**config.mk**
```make
export PLATFORM = sky130hd
export DESIGN_NAME = hit_time_histogram_peak_finder
export DESIGN_NICKNAME = d
export VERILOG_FILES = /design/src/rtl/htpf_pkg.sv /design/src/rtl/htpf_queue.sv /design/src/rtl/htpf_front.sv /design/src/rtl/htpf_back.sv /design/src/rtl/hit_time_histogram_peak_finder.sv
export VERILOG_INCLUDE_DIRS = /design/src /design/src/rtl
export SDC_FILE = /design/constraint.sdc
export NUM_CORES = 2
export LEC_CHECK = 0
export BUFFER_PORTS_ARGS = -buffer_cell sky130_fd_sc_hd__buf_4
export CORE_UTILIZATION = 60
export DETAILED_ROUTE_END_ITERATION = 10
export MAX_ROUTING_LAYER = met4
export PLACE_DENSITY = 0.77
export REMOVE_ABC_BUFFERS = 1
export SLEW_MARGIN = 20
export SYNTH_ARGS = -nofsm -noshare
export SYNTH_HDL_FRONTEND = slang
export SYNTH_SLANG_ARGS = --single-unit
```
**constraint.sdc**
```tcl
create_clock -name clk -period 12 [get_ports clk]
set_input_delay 0.6 -clock clk [delete_from_list [all_inputs] [get_ports clk]]
set_output_delay 0.6 -clock clk [all_outputs]
set_load 0.01 [all_outputs]
```
**src/rtl/assert_macros.svh**
```systemverilog
// ----------------------------------------------------------------------------
// Assertion macros
// Shared concurrent assertion forms for the hit time histogram peak finder.
// ----------------------------------------------------------------------------
`ifndef ASSERT_MACROS_SVH
`define ASSERT_MACROS_SVH
`ifndef ASSERT_OFF
`define ASSERT_ALWAYS(label, clk, rst, expr) \
  label: assert property (@(posedge clk) disable iff (rst) (expr)) \
    else $error("invariant violated");
`define ASSERT_IMPLY(label, clk, rst, ante, cons) \
  label: assert property (@(posedge clk) disable iff (rst) (ante) |-> (cons)) \
    else $error("implication violated");
`else
`define ASSERT_ALWAYS(label, clk, rst, expr)
`define ASSERT_IMPLY(label, clk, rst, ante, cons)
`endif
`endif

```
**src/rtl/htpf_pkg.sv**
```systemverilog
// ----------------------------------------------------------------------------
// Histogram peak finder package
// Types, register indexes and fixed widths shared by all modules of the block.
// ----------------------------------------------------------------------------
`default_nettype none

package htpf_pkg;

  localparam int CFG_IDX_W  = 3;
  localparam int CFG_DATA_W = 32;

  localparam logic [CFG_IDX_W-1:0] CFG_TIME_START      = 3'd0;
  localparam logic [CFG_IDX_W-1:0] CFG_BIN_WIDTH       = 3'd1;
  localparam logic [CFG_IDX_W-1:0] CFG_BINS_USED       = 3'd2;
  localparam logic [CFG_IDX_W-1:0] CFG_RUN_THRESHOLD   = 3'd3;
  localparam logic [CFG_IDX_W-1:0] CFG_PEAK_MIN_HEIGHT = 3'd4;
  localparam logic [CFG_IDX_W-1:0] CFG_REQUIRED_MASK   = 3'd5;
  localparam logic [CFG_IDX_W-1:0] CFG_POSITION_MASK   = 3'd6;
  localparam logic [CFG_IDX_W-1:0] CFG_BACKGROUND_MASK = 3'd7;

  localparam int TIME_IN_W  = 16;
  localparam int WIDTH_W    = 12;
  localparam int BINS_W     = 7;
  localparam int LEVEL_W    = 12;
  localparam int FLAGS_W    = 32;
  localparam int BIN_OUT_W  = 6;
  localparam int TIME_OUT_W = 19;
  localparam int HEIGHT_W   = 12;

  localparam int MAX_RESULTS = 64;
  localparam int RES_BITS    = 7;

  localparam int QUEUE_DEPTH = 4;
  localparam int QPTR_BITS   = 2;
  localparam int QCNT_BITS   = 3;

  localparam logic [TIME_IN_W-1:0] RST_TIME_START      = 16'd500;
  localparam logic [WIDTH_W-1:0]   RST_BIN_WIDTH       = 12'd20;
  localparam logic [BINS_W-1:0]    RST_BINS_USED       = 7'd60;
  localparam logic [LEVEL_W-1:0]   RST_RUN_THRESHOLD   = 12'd5;
  localparam logic [LEVEL_W-1:0]   RST_PEAK_MIN_HEIGHT = 12'd8;

  typedef struct packed {
    logic [TIME_IN_W-1:0] time_start;
    logic [WIDTH_W-1:0]   bin_width;
    logic [LEVEL_W-1:0]   run_threshold;
    logic [LEVEL_W-1:0]   peak_min_height;
    logic [FLAGS_W-1:0]   required_mask;
    logic [FLAGS_W-1:0]   position_mask;
    logic [FLAGS_W-1:0]   background_mask;
  } cfg_t;

  typedef enum logic [2:0] {
    FS_IDLE,
    FS_CHECK,
    FS_RANGE,
    FS_DIV,
    FS_PUSH
  } front_state_t;

  typedef enum logic [3:0] {
    BS_CLEAR,
    BS_IDLE,
    BS_INC,
    BS_READ,
    BS_DIFF,
    BS_SQUARE,
    BS_DECIDE,
    BS_TAIL,
    BS_FINISH
  } back_state_t;

endpackage

`default_nettype wire

```
**src/rtl/htpf_queue.sv**
```systemverilog
// ----------------------------------------------------------------------------
// Histogram peak finder queue
// Short first-in first-out buffer between the classifying front end and the
// histogram back end.
// ----------------------------------------------------------------------------
`default_nettype none
`include "assert_macros.svh"

module htpf_queue #(
  parameter int WIDTH = 8
) (
  input  logic             clk,
  input  logic             rst,
  input  logic             push,
  input  logic [WIDTH-1:0] push_data,
  output logic             full,
  input  logic             pop,
  output logic [WIDTH-1:0] pop_data,
  output logic             empty
);

  logic [WIDTH-1:0] entries [htpf_pkg::QUEUE_DEPTH];
  logic [htpf_pkg::QPTR_BITS-1:0] wr_ptr;
  logic [htpf_pkg::QPTR_BITS-1:0] rd_ptr;
  logic [htpf_pkg::QCNT_BITS-1:0] count;

  assign full     = count == htpf_pkg::QCNT_BITS'(htpf_pkg::QUEUE_DEPTH);
  assign empty    = count == '0;
  assign pop_data = entries[rd_ptr];

  always_ff @(posedge clk) begin
    if (push) begin
      entries[wr_ptr] <= push_data;
    end
  end

  always_ff @(posedge clk) begin
    if (rst) begin
      wr_ptr <= '0;
      rd_ptr <= '0;
      count  <= '0;
    end else begin
      if (push) begin
        wr_ptr <= wr_ptr + htpf_pkg::QPTR_BITS'(1);
      end
      if (pop) begin
        rd_ptr <= rd_ptr + htpf_pkg::QPTR_BITS'(1);
      end
      if (push && !pop) begin
        count <= count + htpf_pkg::QCNT_BITS'(1);
      end else if (pop && !push) begin
        count <= count - htpf_pkg::QCNT_BITS'(1);
      end
    end
  end

  `ASSERT_ALWAYS(a_count_bound, clk, rst, count <= htpf_pkg::QCNT_BITS'(htpf_pkg::QUEUE_DEPTH))

endmodule

`default_nettype wire

```
**src/rtl/htpf_front.sv**
```systemverilog
// ----------------------------------------------------------------------------
// Histogram peak finder front end
// Accepts hits, applies the flag selection and the time window, and finds the
// bin index with a two-bit-per-cycle restoring divider.
// ----------------------------------------------------------------------------
`default_nettype none
`include "assert_macros.svh"

module htpf_front #(
  parameter int MAX_BINS = 64,
  localparam int IDX_BITS = $clog2(MAX_BINS),
  localparam int NB = $clog2(MAX_BINS + 1)
) (
  input  logic                                 clk,
  input  logic                                 rst,
  input  htpf_pkg::cfg_t                       cfg,
  input  logic [NB-1:0]                        n_eff,
  input  logic                                 in_valid,
  output logic                                 in_ready,
  input  logic [htpf_pkg::TIME_IN_W-1:0]       hit_time,
  input  logic [htpf_pkg::FLAGS_W-1:0]         hit_flags,
  input  logic                                 hit_present,
  input  logic                                 last_hit,
  output logic                                 q_push,
  output logic [IDX_BITS+1:0]                  q_data,
  input  logic                                 q_full
);

  localparam int QB  = ((IDX_BITS + 1) / 2) * 2;
  localparam int CW  = QB + htpf_pkg::TIME_IN_W;
  localparam int PW  = NB + htpf_pkg::WIDTH_W;
  localparam int LW  = (PW > htpf_pkg::TIME_IN_W) ? PW : htpf_pkg::TIME_IN_W;
  localparam int DCW = $clog2(QB);
  localparam int AW  = QB + NB;

  htpf_pkg::front_state_t state;
  htpf_pkg::front_state_t state_next;

  logic [htpf_pkg::TIME_IN_W-1:0] time_q;
  logic [htpf_pkg::FLAGS_W-1:0]   flags_q;
  logic                           present_q;
  logic                           last_q;
  logic                           sel_q;
  logic [htpf_pkg::TIME_IN_W-1:0] diff_q;
  logic [PW-1:0]                  limit_q;
  logic [CW-1:0]                  rem;
  logic [CW-1:0]                  dvs;
  logic [QB-1:0]                  quo;
  logic [DCW-1:0]                 dcnt;
  logic                           hit_ok;

  logic          selected;
  logic          in_range;
  logic          b1;
  logic          b0;
  logic [CW-1:0] rem1;
  logic [CW-1:0] rem2;
  logic [CW-1:0] dvs_half;

  always_comb begin
    selected = ((flags_q & cfg.required_mask) == cfg.required_mask) &&
               ((flags_q & cfg.position_mask) != '0) &&
               ((flags_q & cfg.background_mask) == '0);
    in_range = LW'(diff_q) < LW'(limit_q);
    dvs_half = dvs >> 1;
    b1       = rem >= dvs;
    rem1     = b1 ? (rem - dvs) : rem;
    b0       = rem1 >= dvs_half;
    rem2     = b0 ? (rem1 - dvs_half) : rem1;
  end

  always_ff @(posedge clk) begin
    if (rst) begin
      state <= htpf_pkg::FS_IDLE;
    end else begin
      state <= state_next;
    end
  end

  always_comb begin
    state_next = state;
    in_ready   = 1'b0;
    q_push     = 1'b0;
    unique case (state)
      htpf_pkg::FS_IDLE: begin
        in_ready = 1'b1;
        if (in_valid) begin
          state_next = htpf_pkg::FS_CHECK;
        end
      end
      htpf_pkg::FS_CHECK: begin
        state_next = htpf_pkg::FS_RANGE;
      end
      htpf_pkg::FS_RANGE: begin
        if (sel_q && in_range) begin
          state_next = htpf_pkg::FS_DIV;
        end else if (last_q) begin
          state_next = htpf_pkg::FS_PUSH;
        end else begin
          state_next = htpf_pkg::FS_IDLE;
        end
      end
      htpf_pkg::FS_DIV: begin
        if (dcnt == '0) begin
          state_next = htpf_pkg::FS_PUSH;
        end
      end
      htpf_pkg::FS_PUSH: begin
        q_push = !q_full;
        if (!q_full) begin
          state_next = htpf_pkg::FS_IDLE;
        end
      end
      default: begin
        state_next = htpf_pkg::FS_IDLE;
      end
    endcase
  end

  always_ff @(posedge clk) begin
    case (state)
      htpf_pkg::FS_IDLE: begin
        time_q    <= hit_time;
        flags_q   <= hit_flags;
        present_q <= hit_present;
        last_q    <= last_hit;
      end
      htpf_pkg::FS_CHECK: begin
        sel_q   <= present_q && selected && (cfg.bin_width != '0) &&
                   (time_q >= cfg.time_start);
        diff_q  <= time_q - cfg.time_start;
        limit_q <= PW'(n_eff) * PW'(cfg.bin_width);
      end
      htpf_pkg::FS_RANGE: begin
        hit_ok <= sel_q && in_range;
        rem    <= CW'(diff_q);
        dvs    <= CW'(cfg.bin_width) << (QB - 1);
        quo    <= '0;
        dcnt   <= DCW'(QB / 2 - 1);
      end
      htpf_pkg::FS_DIV: begin
        rem  <= rem2;
        dvs  <= dvs >> 2;
        quo  <= QB'({quo, b1, b0});
        dcnt <= dcnt - DCW'(1);
      end
      default: begin
      end
    endcase
  end

  assign q_data = {hit_ok, last_q, quo[IDX_BITS-1:0]};

  `ASSERT_IMPLY(a_bin_in_use, clk, rst, (state == htpf_pkg::FS_PUSH) && hit_ok, AW'(quo) < AW'(n_eff))

endmodule

`default_nettype wire

```
**src/rtl/htpf_back.sv**
```systemverilog
// ----------------------------------------------------------------------------
// Histogram peak finder back end
// Holds the histogram, adds counted hits with saturation, scans for peak runs
// at the end of an event, reports the peaks and clears the histogram.
// ----------------------------------------------------------------------------
`default_nettype none
`include "assert_macros.svh"

module htpf_back #(
  parameter int MAX_BINS = 64,
  parameter int COUNT_BITS = 12,
  localparam int IDX_BITS = $clog2(MAX_BINS),
  localparam int NB = $clog2(MAX_BINS + 1)
) (
  input  logic                              clk,
  input  logic                              rst,
  input  htpf_pkg::cfg_t                    cfg,
  input  logic [NB-1:0]                     n_eff,
  input  logic                              q_empty,
  input  logic [IDX_BITS+1:0]               q_data,
  output logic                              q_pop,
  output logic                              out_valid,
  input  logic                              out_ready,
  output logic                              peak_valid,
  output logic [htpf_pkg::BIN_OUT_W-1:0]    peak_bin,
  output logic [htpf_pkg::TIME_OUT_W-1:0]   peak_time,
  output logic [htpf_pkg::HEIGHT_W-1:0]     peak_height,
  output logic                              last_peak
);

  localparam int TW = (COUNT_BITS > htpf_pkg::LEVEL_W) ? COUNT_BITS : htpf_pkg::LEVEL_W;
  localparam int SW = 2 * COUNT_BITS;
  localparam int RB = htpf_pkg::RES_BITS;
  localparam int OT = htpf_pkg::TIME_OUT_W;

  htpf_pkg::back_state_t state;
  htpf_pkg::back_state_t state_next;
  htpf_pkg::back_state_t scan_first;

  logic [COUNT_BITS-1:0] hist [MAX_BINS];
  logic [COUNT_BITS-1:0] rd_data;
  logic                  mem_we;
  logic [IDX_BITS-1:0]   mem_waddr;
  logic [COUNT_BITS-1:0] mem_wdata;
  logic [IDX_BITS-1:0]   mem_raddr;

  logic [IDX_BITS-1:0]   clr_idx;
  logic [IDX_BITS-1:0]   cur_bin;
  logic                  cur_last;
  logic [IDX_BITS-1:0]   j;
  logic [OT-1:0]         bin_time;
  logic [COUNT_BITS-1:0] y;
  logic                  y_ge;
  logic [COUNT_BITS-1:0] d;
  logic                  gt;
  logic                  lt;
  logic [SW-1:0]         sq;
  logic                  in_run;
  logic [COUNT_BITS-1:0] run_max;
  logic [IDX_BITS-1:0]   run_max_bin;
  logic [OT-1:0]         run_max_time;
  logic [COUNT_BITS-1:0] prev;
  logic                  fall;
  logic [RB-1:0]         found;
  logic                  pend_valid;
  logic [htpf_pkg::BIN_OUT_W-1:0] pend_bin;
  logic [OT-1:0]                  pend_time;
  logic [htpf_pkg::HEIGHT_W-1:0]  pend_h;

  logic q_hit;
  logic q_last;
  logic [IDX_BITS-1:0] q_bin;
  logic fall_t;
  logic rise_t;
  logic fall_n;
  logic split;
  logic end_run;
  logic start_run;
  logic extend;
  logic above_min;
  logic j_last;
  logic push_ok;
  logic emit;
  logic stall;
  logic advance;
  logic tail_take;
  logic push_out;
  logic push_last;
  logic scan_start;

  assign q_hit  = q_data[IDX_BITS+1];
  assign q_last = q_data[IDX_BITS];
  assign q_bin  = q_data[IDX_BITS-1:0];

  always_ff @(posedge clk) begin
    if (mem_we) begin
      hist[mem_waddr] <= mem_wdata;
    end
    rd_data <= hist[mem_raddr];
  end

  always_comb begin
    fall_t     = gt && (sq > SW'(prev));
    rise_t     = lt && (sq > SW'(y));
    fall_n     = fall || fall_t;
    split      = fall_n && rise_t;
    end_run    = in_run && (!y_ge || split);
    start_run  = y_ge && (!in_run || split);
    extend     = in_run && y_ge && !split;
    above_min  = TW'(run_max) > TW'(cfg.peak_min_height);
    j_last     = (NB'(j) + NB'(1)) == n_eff;
    push_ok    = !out_valid || out_ready;
    scan_first = (n_eff == '0) ? htpf_pkg::BS_TAIL : htpf_pkg::BS_READ;
  end

  always_ff @(posedge clk) begin
    if (rst) begin
      state <= htpf_pkg::BS_CLEAR;
    end else begin
      state <= state_next;
    end
  end

  always_comb begin
    state_next = state;
    q_pop      = 1'b0;
    mem_we     = 1'b0;
    mem_waddr  = clr_idx;
    mem_wdata  = '0;
    mem_raddr  = j;
    emit       = 1'b0;
    stall      = 1'b0;
    advance    = 1'b0;
    tail_take  = 1'b0;
    push_out   = 1'b0;
    push_last  = 1'b0;
    scan_start = 1'b0;
    unique case (state)
      htpf_pkg::BS_CLEAR: begin
        mem_we = 1'b1;
        if (clr_idx == IDX_BITS'(MAX_BINS - 1)) begin
          state_next = htpf_pkg::BS_IDLE;
        end
      end
      htpf_pkg::BS_IDLE: begin
        mem_raddr = q_bin;
        if (!q_empty) begin
          q_pop = 1'b1;
          if (q_hit) begin
            state_next = htpf_pkg::BS_INC;
          end else if (q_last) begin
            scan_start = 1'b1;
            state_next = scan_first;
          end
        end
      end
      htpf_pkg::BS_INC: begin
        mem_we    = 1'b1;
        mem_waddr = cur_bin;
        mem_wdata = (rd_data == '1) ? rd_data : rd_data + COUNT_BITS'(1);
        if (cur_last) begin
          scan_start = 1'b1;
          state_next = scan_first;
        end else begin
          state_next = htpf_pkg::BS_IDLE;
        end
      end
      htpf_pkg::BS_READ: begin
        state_next = htpf_pkg::BS_DIFF;
      end
      htpf_pkg::BS_DIFF: begin
        state_next = htpf_pkg::BS_SQUARE;
      end
      htpf_pkg::BS_SQUARE: begin
        state_next = htpf_pkg::BS_DECIDE;
      end
      htpf_pkg::BS_DECIDE: begin
        emit  = end_run && above_min;
        stall = emit && pend_valid && !push_ok;
        if (!stall) begin
          advance  = 1'b1;
          push_out = emit && pend_valid;
          if (emit && ((found + RB'(1)) == RB'(htpf_pkg::MAX_RESULTS))) begin
            state_next = htpf_pkg::BS_FINISH;
          end else if (j_last) begin
            state_next = htpf_pkg::BS_TAIL;
          end else begin
            state_next = htpf_pkg::BS_READ;
          end
        end
      end
      htpf_pkg::BS_TAIL: begin
        emit  = in_run && above_min;
        stall = emit && pend_valid && !push_ok;
        if (!stall) begin
          tail_take  = 1'b1;
          push_out   = emit && pend_valid;
          state_next = htpf_pkg::BS_FINISH;
        end
      end
      htpf_pkg::BS_FINISH: begin
        if (push_ok) begin
          push_out   = 1'b1;
          push_last  = 1'b1;
          state_next = htpf_pkg::BS_CLEAR;
        end
      end
      default: begin
        state_next = htpf_pkg::BS_CLEAR;
      end
    endcase
  end

  always_ff @(posedge clk) begin
    if (rst) begin
      clr_idx    <= '0;
      found      <= '0;
      in_run     <= 1'b0;
      pend_valid <= 1'b0;
    end else begin
      if (state == htpf_pkg::BS_CLEAR) begin
        clr_idx <= clr_idx + IDX_BITS'(1);
      end
      if (scan_start) begin
        found      <= '0;
        in_run     <= 1'b0;
        pend_valid <= 1'b0;
      end
      if (advance) begin
        found <= found + RB'(emit);
        if (start_run) begin
          in_run <= 1'b1;
        end else if (end_run) begin
          in_run <= 1'b0;
        end
      end
      if (tail_take) begin
        in_run <= 1'b0;
      end
      if ((advance || tail_take) && emit) begin
        pend_valid <= 1'b1;
      end
      if (push_out && push_last) begin
        pend_valid <= 1'b0;
        clr_idx    <= '0;
      end
    end
  end

  always_ff @(posedge clk) begin
    if (q_pop) begin
      cur_bin  <= q_bin;
      cur_last <= q_last;
    end
    if (scan_start) begin
      j        <= '0;
      bin_time <= OT'(cfg.time_start) + OT'(cfg.bin_width >> 1);
    end
    if (state == htpf_pkg::BS_DIFF) begin
      y    <= rd_data;
      y_ge <= TW'(rd_data) >= TW'(cfg.run_threshold);
      gt   <= prev > rd_data;
      lt   <= rd_data > prev;
      d    <= (prev > rd_data) ? (prev - rd_data) : (rd_data - prev);
    end
    if (state == htpf_pkg::BS_SQUARE) begin
      sq <= SW'(d) * SW'(d);
    end
    if ((advance || tail_take) && emit) begin
      pend_bin  <= htpf_pkg::BIN_OUT_W'(run_max_bin);
      pend_time <= run_max_time;
      pend_h    <= htpf_pkg::HEIGHT_W'(run_max);
    end
    if (advance) begin
      j        <= j + IDX_BITS'(1);
      bin_time <= bin_time + OT'(cfg.bin_width);
      if (start_run) begin
        run_max      <= y;
        run_max_bin  <= j;
        run_max_time <= bin_time;
        prev         <= y;
        fall         <= 1'b0;
      end else if (extend) begin
        if (y > run_max) begin
          run_max      <= y;
          run_max_bin  <= j;
          run_max_time <= bin_time;
        end
        prev <= y;
        fall <= fall_n;
      end
    end
  end

  always_ff @(posedge clk) begin
    if (rst) begin
      out_valid <= 1'b0;
    end else if (push_out) begin
      out_valid <= 1'b1;
    end else if (out_ready) begin
      out_valid <= 1'b0;
    end
  end

  always_ff @(posedge clk) begin
    if (push_out) begin
      if (pend_valid) begin
        peak_valid  <= 1'b1;
        peak_bin    <= pend_bin;
        peak_time   <= pend_time;
        peak_height <= pend_h;
      end else begin
        peak_valid  <= 1'b0;
        peak_bin    <= '0;
        peak_time   <= '0;
        peak_height <= '0;
      end
      last_peak <= push_last;
    end
  end

  `ASSERT_ALWAYS(a_found_bound, clk, rst, found <= RB'(htpf_pkg::MAX_RESULTS))
  `ASSERT_IMPLY(a_pop_when_idle, clk, rst, q_pop, (state == htpf_pkg::BS_IDLE) && !q_empty)
  `ASSERT_IMPLY(a_push_free_slot, clk, rst, push_out, !out_valid || out_ready)

endmodule

`default_nettype wire

```
**src/rtl/hit_time_histogram_peak_finder.sv**
```systemverilog
// ----------------------------------------------------------------------------
// Hit time histogram peak finder
// Hits that pass the flag selection and the time window are binned by time
// into a histogram with saturating counters; an item marked last starts a
// scan that reports every run of bins at or above threshold whose top count
// exceeds the minimum height, up to MAX_RESULTS runs, or a single empty
// result, and then clears the histogram. The front end takes a new item only
// once it has dropped the last one or pushed it to the queue; a counted hit
// first passes its two-bit-per-cycle bin divider. The back end does a
// histogram read-modify-write per counted hit, reads, differences, squares
// and decides on each bin in use for the scan, and makes a clearing pass
// over all MAX_BINS bins after each scan and after reset; a four-entry queue
// lets the front end run on meanwhile and holds back its pushes while full.
// ----------------------------------------------------------------------------
`default_nettype none

module hit_time_histogram_peak_finder #(
  parameter int MAX_BINS = 64,
  parameter int COUNT_BITS = 12
) (
  input  logic                                  clk,
  input  logic                                  rst,
  input  logic                                  cfg_write,
  input  logic [htpf_pkg::CFG_IDX_W-1:0]        cfg_index,
  input  logic [htpf_pkg::CFG_DATA_W-1:0]       cfg_data,
  input  logic                                  in_valid,
  output logic                                  in_ready,
  input  logic [htpf_pkg::TIME_IN_W-1:0]        hit_time,
  input  logic [htpf_pkg::FLAGS_W-1:0]          hit_flags,
  input  logic                                  hit_present,
  input  logic                                  last_hit,
  output logic                                  out_valid,
  input  logic                                  out_ready,
  output logic                                  peak_valid,
  output logic [htpf_pkg::BIN_OUT_W-1:0]        peak_bin,
  output logic [htpf_pkg::TIME_OUT_W-1:0]       peak_time,
  output logic [htpf_pkg::HEIGHT_W-1:0]         peak_height,
  output logic                                  last_peak
);

  localparam int IDX_BITS = $clog2(MAX_BINS);
  localparam int NB = $clog2(MAX_BINS + 1);
  localparam int EW = (NB > htpf_pkg::BINS_W) ? NB : htpf_pkg::BINS_W;

  htpf_pkg::cfg_t                 cfg;
  logic [htpf_pkg::BINS_W-1:0]    bins_used;
  logic [NB-1:0]                  n_eff;
  logic                           q_push;
  logic [IDX_BITS+1:0]            q_wdata;
  logic                           q_full;
  logic                           q_pop;
  logic [IDX_BITS+1:0]            q_rdata;
  logic                           q_empty;

  always_ff @(posedge clk) begin
    if (rst) begin
      cfg.time_start      <= htpf_pkg::RST_TIME_START;
      cfg.bin_width       <= htpf_pkg::RST_BIN_WIDTH;
      bins_used           <= htpf_pkg::RST_BINS_USED;
      cfg.run_threshold   <= htpf_pkg::RST_RUN_THRESHOLD;
      cfg.peak_min_height <= htpf_pkg::RST_PEAK_MIN_HEIGHT;
      cfg.required_mask   <= '0;
      cfg.position_mask   <= '0;
      cfg.background_mask <= '0;
    end else if (cfg_write) begin
      unique case (cfg_index)
        htpf_pkg::CFG_TIME_START:
          cfg.time_start <= cfg_data[htpf_pkg::TIME_IN_W-1:0];
        htpf_pkg::CFG_BIN_WIDTH:
          cfg.bin_width <= cfg_data[htpf_pkg::WIDTH_W-1:0];
        htpf_pkg::CFG_BINS_USED:
          bins_used <= cfg_data[htpf_pkg::BINS_W-1:0];
        htpf_pkg::CFG_RUN_THRESHOLD:
          cfg.run_threshold <= cfg_data[htpf_pkg::LEVEL_W-1:0];
        htpf_pkg::CFG_PEAK_MIN_HEIGHT:
          cfg.peak_min_height <= cfg_data[htpf_pkg::LEVEL_W-1:0];
        htpf_pkg::CFG_REQUIRED_MASK:
          cfg.required_mask <= cfg_data;
        htpf_pkg::CFG_POSITION_MASK:
          cfg.position_mask <= cfg_data;
        htpf_pkg::CFG_BACKGROUND_MASK:
          cfg.background_mask <= cfg_data;
        default: begin
        end
      endcase
    end
  end

  assign n_eff = (EW'(bins_used) > EW'(MAX_BINS)) ? NB'(MAX_BINS) : NB'(bins_used);

  htpf_front #(
    .MAX_BINS (MAX_BINS)
  ) u_front (
    .clk         (clk),
    .rst         (rst),
    .cfg         (cfg),
    .n_eff       (n_eff),
    .in_valid    (in_valid),
    .in_ready    (in_ready),
    .hit_time    (hit_time),
    .hit_flags   (hit_flags),
    .hit_present (hit_present),
    .last_hit    (last_hit),
    .q_push      (q_push),
    .q_data      (q_wdata),
    .q_full      (q_full)
  );

  htpf_queue #(
    .WIDTH (IDX_BITS + 2)
  ) u_queue (
    .clk       (clk),
    .rst       (rst),
    .push      (q_push),
    .push_data (q_wdata),
    .full      (q_full),
    .pop       (q_pop),
    .pop_data  (q_rdata),
    .empty     (q_empty)
  );

  htpf_back #(
    .MAX_BINS   (MAX_BINS),
    .COUNT_BITS (COUNT_BITS)
  ) u_back (
    .clk         (clk),
    .rst         (rst),
    .cfg         (cfg),
    .n_eff       (n_eff),
    .q_empty     (q_empty),
    .q_data      (q_rdata),
    .q_pop       (q_pop),
    .out_valid   (out_valid),
    .out_ready   (out_ready),
    .peak_valid  (peak_valid),
    .peak_bin    (peak_bin),
    .peak_time   (peak_time),
    .peak_height (peak_height),
    .last_peak   (last_peak)
  );

endmodule

`default_nettype wire
```
==> impl_metrics.yaml <==
status:
  outcome: "completed"
grt:
  track_usage: 0.299
  antenna_found_initial: 1
  grt_max_degree: 205
  grt_pass1_vias: 42600
  grt_first_pass_wirelength_um: 246000
  overflow: 0
timing:
  period_share: 0.563
  rsz0062_at_grt: "false"
  worst_pin_slew_ps: 1150
  fin_setup_tns_ps: 0
  drv_slew: 0
  fmax_mhz: 148
  clock_skew_ps: 33.0
  hold_viol: 0
  setup_ws_ps: 5240
  fin_crit_ps: 6760
  max_slew_margin: 0.229
  setup_viol: 0
placed_design:
  dp_slack_ps: 5360
  hpwl_um: 103000
  gp_congestion: 0.948
  numPortBuffers: 130
clocking:
  htreeDepth: 4
  cts_sinks: 1342
  insertion_delay_ps: 760
  path_clk_slew_ps: 60
  cts_tree: "built"
  cts_resized: 0
  cts_buffers: 136
  clockBufferDepth: 3
  cts-root-buf: "clkbuf_16"
critical_path:
  worstPathArrival_ps: 7240
  crit_buf_inv: 3
  cp_data_required_time_ps: 12480
  crit_chain: "inv_1, ha_1, inv_1, fa_1, a21o_1, a22o_1, o311ai_4, nand3_2, o21ai_0, ha_1, fa_1, nor2b_1, o31ai_1, a211oi_1, o211ai_1, nand2_1, a311oi_1, nand2_1, nor4b_4, buf_4, or4_1, mux2_1"
  slowest_delay_ps: 900
  cp-end-kind: "register"
  path_delay_family: "compound AO/OA/AOI/OAI gates"
  worstSetupPathType: "reg2reg"
  cp_max_fo: 16
  slowest_stage: "nor4b_4"
  cp-start-kind: "register"
final_layout:
  area_growth_pct: 11.5
  final.fill_count: 7449
  layout_commonest_cell: "edfxtp_1"
  layout_common_cells: "1143 x edfxtp_1, 886 x nand2_1, 362 x inv_1"
  drive_above_1_share: 0.0891
  finish.net_count: 6155
yosys:
  synth_ff_type: "edfxtp_1"
  ys_seq_area_frac: 0.587
  ys_ff_latch: 1342
  synth_edf_count: 1143
  synth_top_cell_by_area: "edfxtp_1"
  ys_top_cells_by_area: "edfxtp_1 53%, dfxtp_1 6.1%, ha_1 5.3%, nand2_1 5.1%, fa_1 4.1%"
  ys_warn_count: 0
  synth.distinct_cells: 83
  synth_top_area_frac: 0.526
  syn_area_per_cell_um2: 11.7
  ys_async_sr_fraction: 0
  syn_inst: 5572
  synth_area_mm2: 0.0653
drt:
  drt-total-wl_um: 161000
  viasPerCell: 6.15
  drtAntennaViolNets: 0
  drt-wirelength-per-cell_um: 22.4
  drtIter0Drc: 5111
  vias: 44100
  drtPass1Iterations: 8
  drc_errors: 0
floorplanning:
  die_area_mm2: 0.110
  start_util: 0.607
  num_rows: 120
  die_w_um: 332
  die_y_um: 332
  coreArea_mm2: 0.108
  ios: 131
worst_hold_path:
  hold_path.class: "in2reg"
pwr:
  ir_drop_v: 0.000130
  design_power_total_w: 0.0120
  leakagePower_nw: 26.4
  p_per_area_mw_per_mm2: 165
run:
  maxCapViolCount: 0
==> sequential cells by signal, indices dropped and copies added, names as in the netlist, 22 cells and up, named ones only <==
register,count
u_front.flags_q,32
u_front.rem,22
cfg,148
u_queue.entries,32
u_back.sq,23
u_back.hist,768
==> path summary, 6_finish.rpt <==
kind	from	to	slack, ps	depth (start not counted)
min reg2reg	u_back.run_max_time[6]$_DFFE_PP_	u_back.pend_time[6]$_DFFE_PP_	420	0
max	u_front.rem[0]$_DFFE_PP_	u_front.rem[20]$_SDFFCE_PN0P_	5240	22
min	hit_flags[15]	u_front.flags_q[15]$_DFFE_PP_	40	1
max reg2reg	u_front.rem[0]$_DFFE_PP_	u_front.rem[20]$_SDFFCE_PN0P_	5240	22
==> synth_stat cells (8+ instances only) <==
cell type,n
buf_1,22
nand3b_1,21
and2_1,324
and4_1,8
a211oi_1,224
nor4_1,16
o21ai_0,97
a21o_1,48
dfxtp_1,199
or3_1,22
fa_1,135
ha_1,274
buf_2,38
a221o_1,15
xor2_1,53
and2_0,28
nand2_1,887
nor2_1,226
clkbuf_2,8
nand3_1,50
nand2b_1,32
a31oi_1,79
mux2i_1,61
a311oi_1,135
a211o_1,27
nand4_1,38
clkbuf_1,221
mux2_2,10
a22oi_1,12
mux4_2,8
o21ai_1,21
edfxtp_1,1143
a221oi_1,13
a21oi_1,336
xnor2_1,82
o31ai_1,24
o21bai_1,9
nor3_1,74
inv_1,364
and3_1,25
a22o_1,8
o21a_1,17
nor2b_1,43
==> metal layers <==
metal,vias to the layer above,GRT usage,share of wire
met2,1929,0.458,0.47
met5,-,-,0
met3,288,0.0539,0.090
met4,0,0.0971,0.031
met1,21700,0.406,0.41
li1,20200,-,-
==> cell type report <==
class                      count  area (um2)  share of cell area
antenna                        2        5.00           0.0000688
sequential                  1342       38300               0.527
timing repair buffer         238        1950              0.0267
clock inverter                77         951              0.0131
inverter                     364        1370              0.0188
multi-input combinational   3574       24700               0.340
tap                         1403        1760              0.0241
clock buffer                 175        3690              0.0508
==> where the power goes <==
part	switching [W]	internal, W
Sequential	0.000144	0.00524
Combinational	0.00144	0.000787
Clock	0.00181	0.00257
==> what timing repair did <==
item | 4_1_cts | 5_1_grt
hold endpoints to repair | 29 | 0
hold buffers | 29 | 0
setup buffers | 0 | 0
==> cells by family after synthesis <==
| logic type | count (synthesis) | synth area share |
|---|---|---|
| buffers and inverters | 656 | 0.0389 |
| AND/OR/NAND/NOR | 1824 | 0.132 |
| adder cells (fa/ha/maj) | 409 | 0.0939 |
| XOR/XNOR | 135 | 0.0181 |
| multiplexers | 80 | 0.0140 |
| flip-flops | 1342 | 0.587 |
| AO/OA/AOI/OAI | 1126 | 0.116 |
==> metrics by stage <==
stage	instance area, um2	utilization	cells	hold slack (ps)
global placement	67700	0.630	6891	403
floorplan	64100	-	5280	400
CTS	72700	0.676	7172	0.681
detailed placement	67700	0.630	6891	406
finish	72700	0.677	7175	38.9
global route	72700	0.677	7173	13.6
Note: power is estimated with default switching activity, not from simulation.
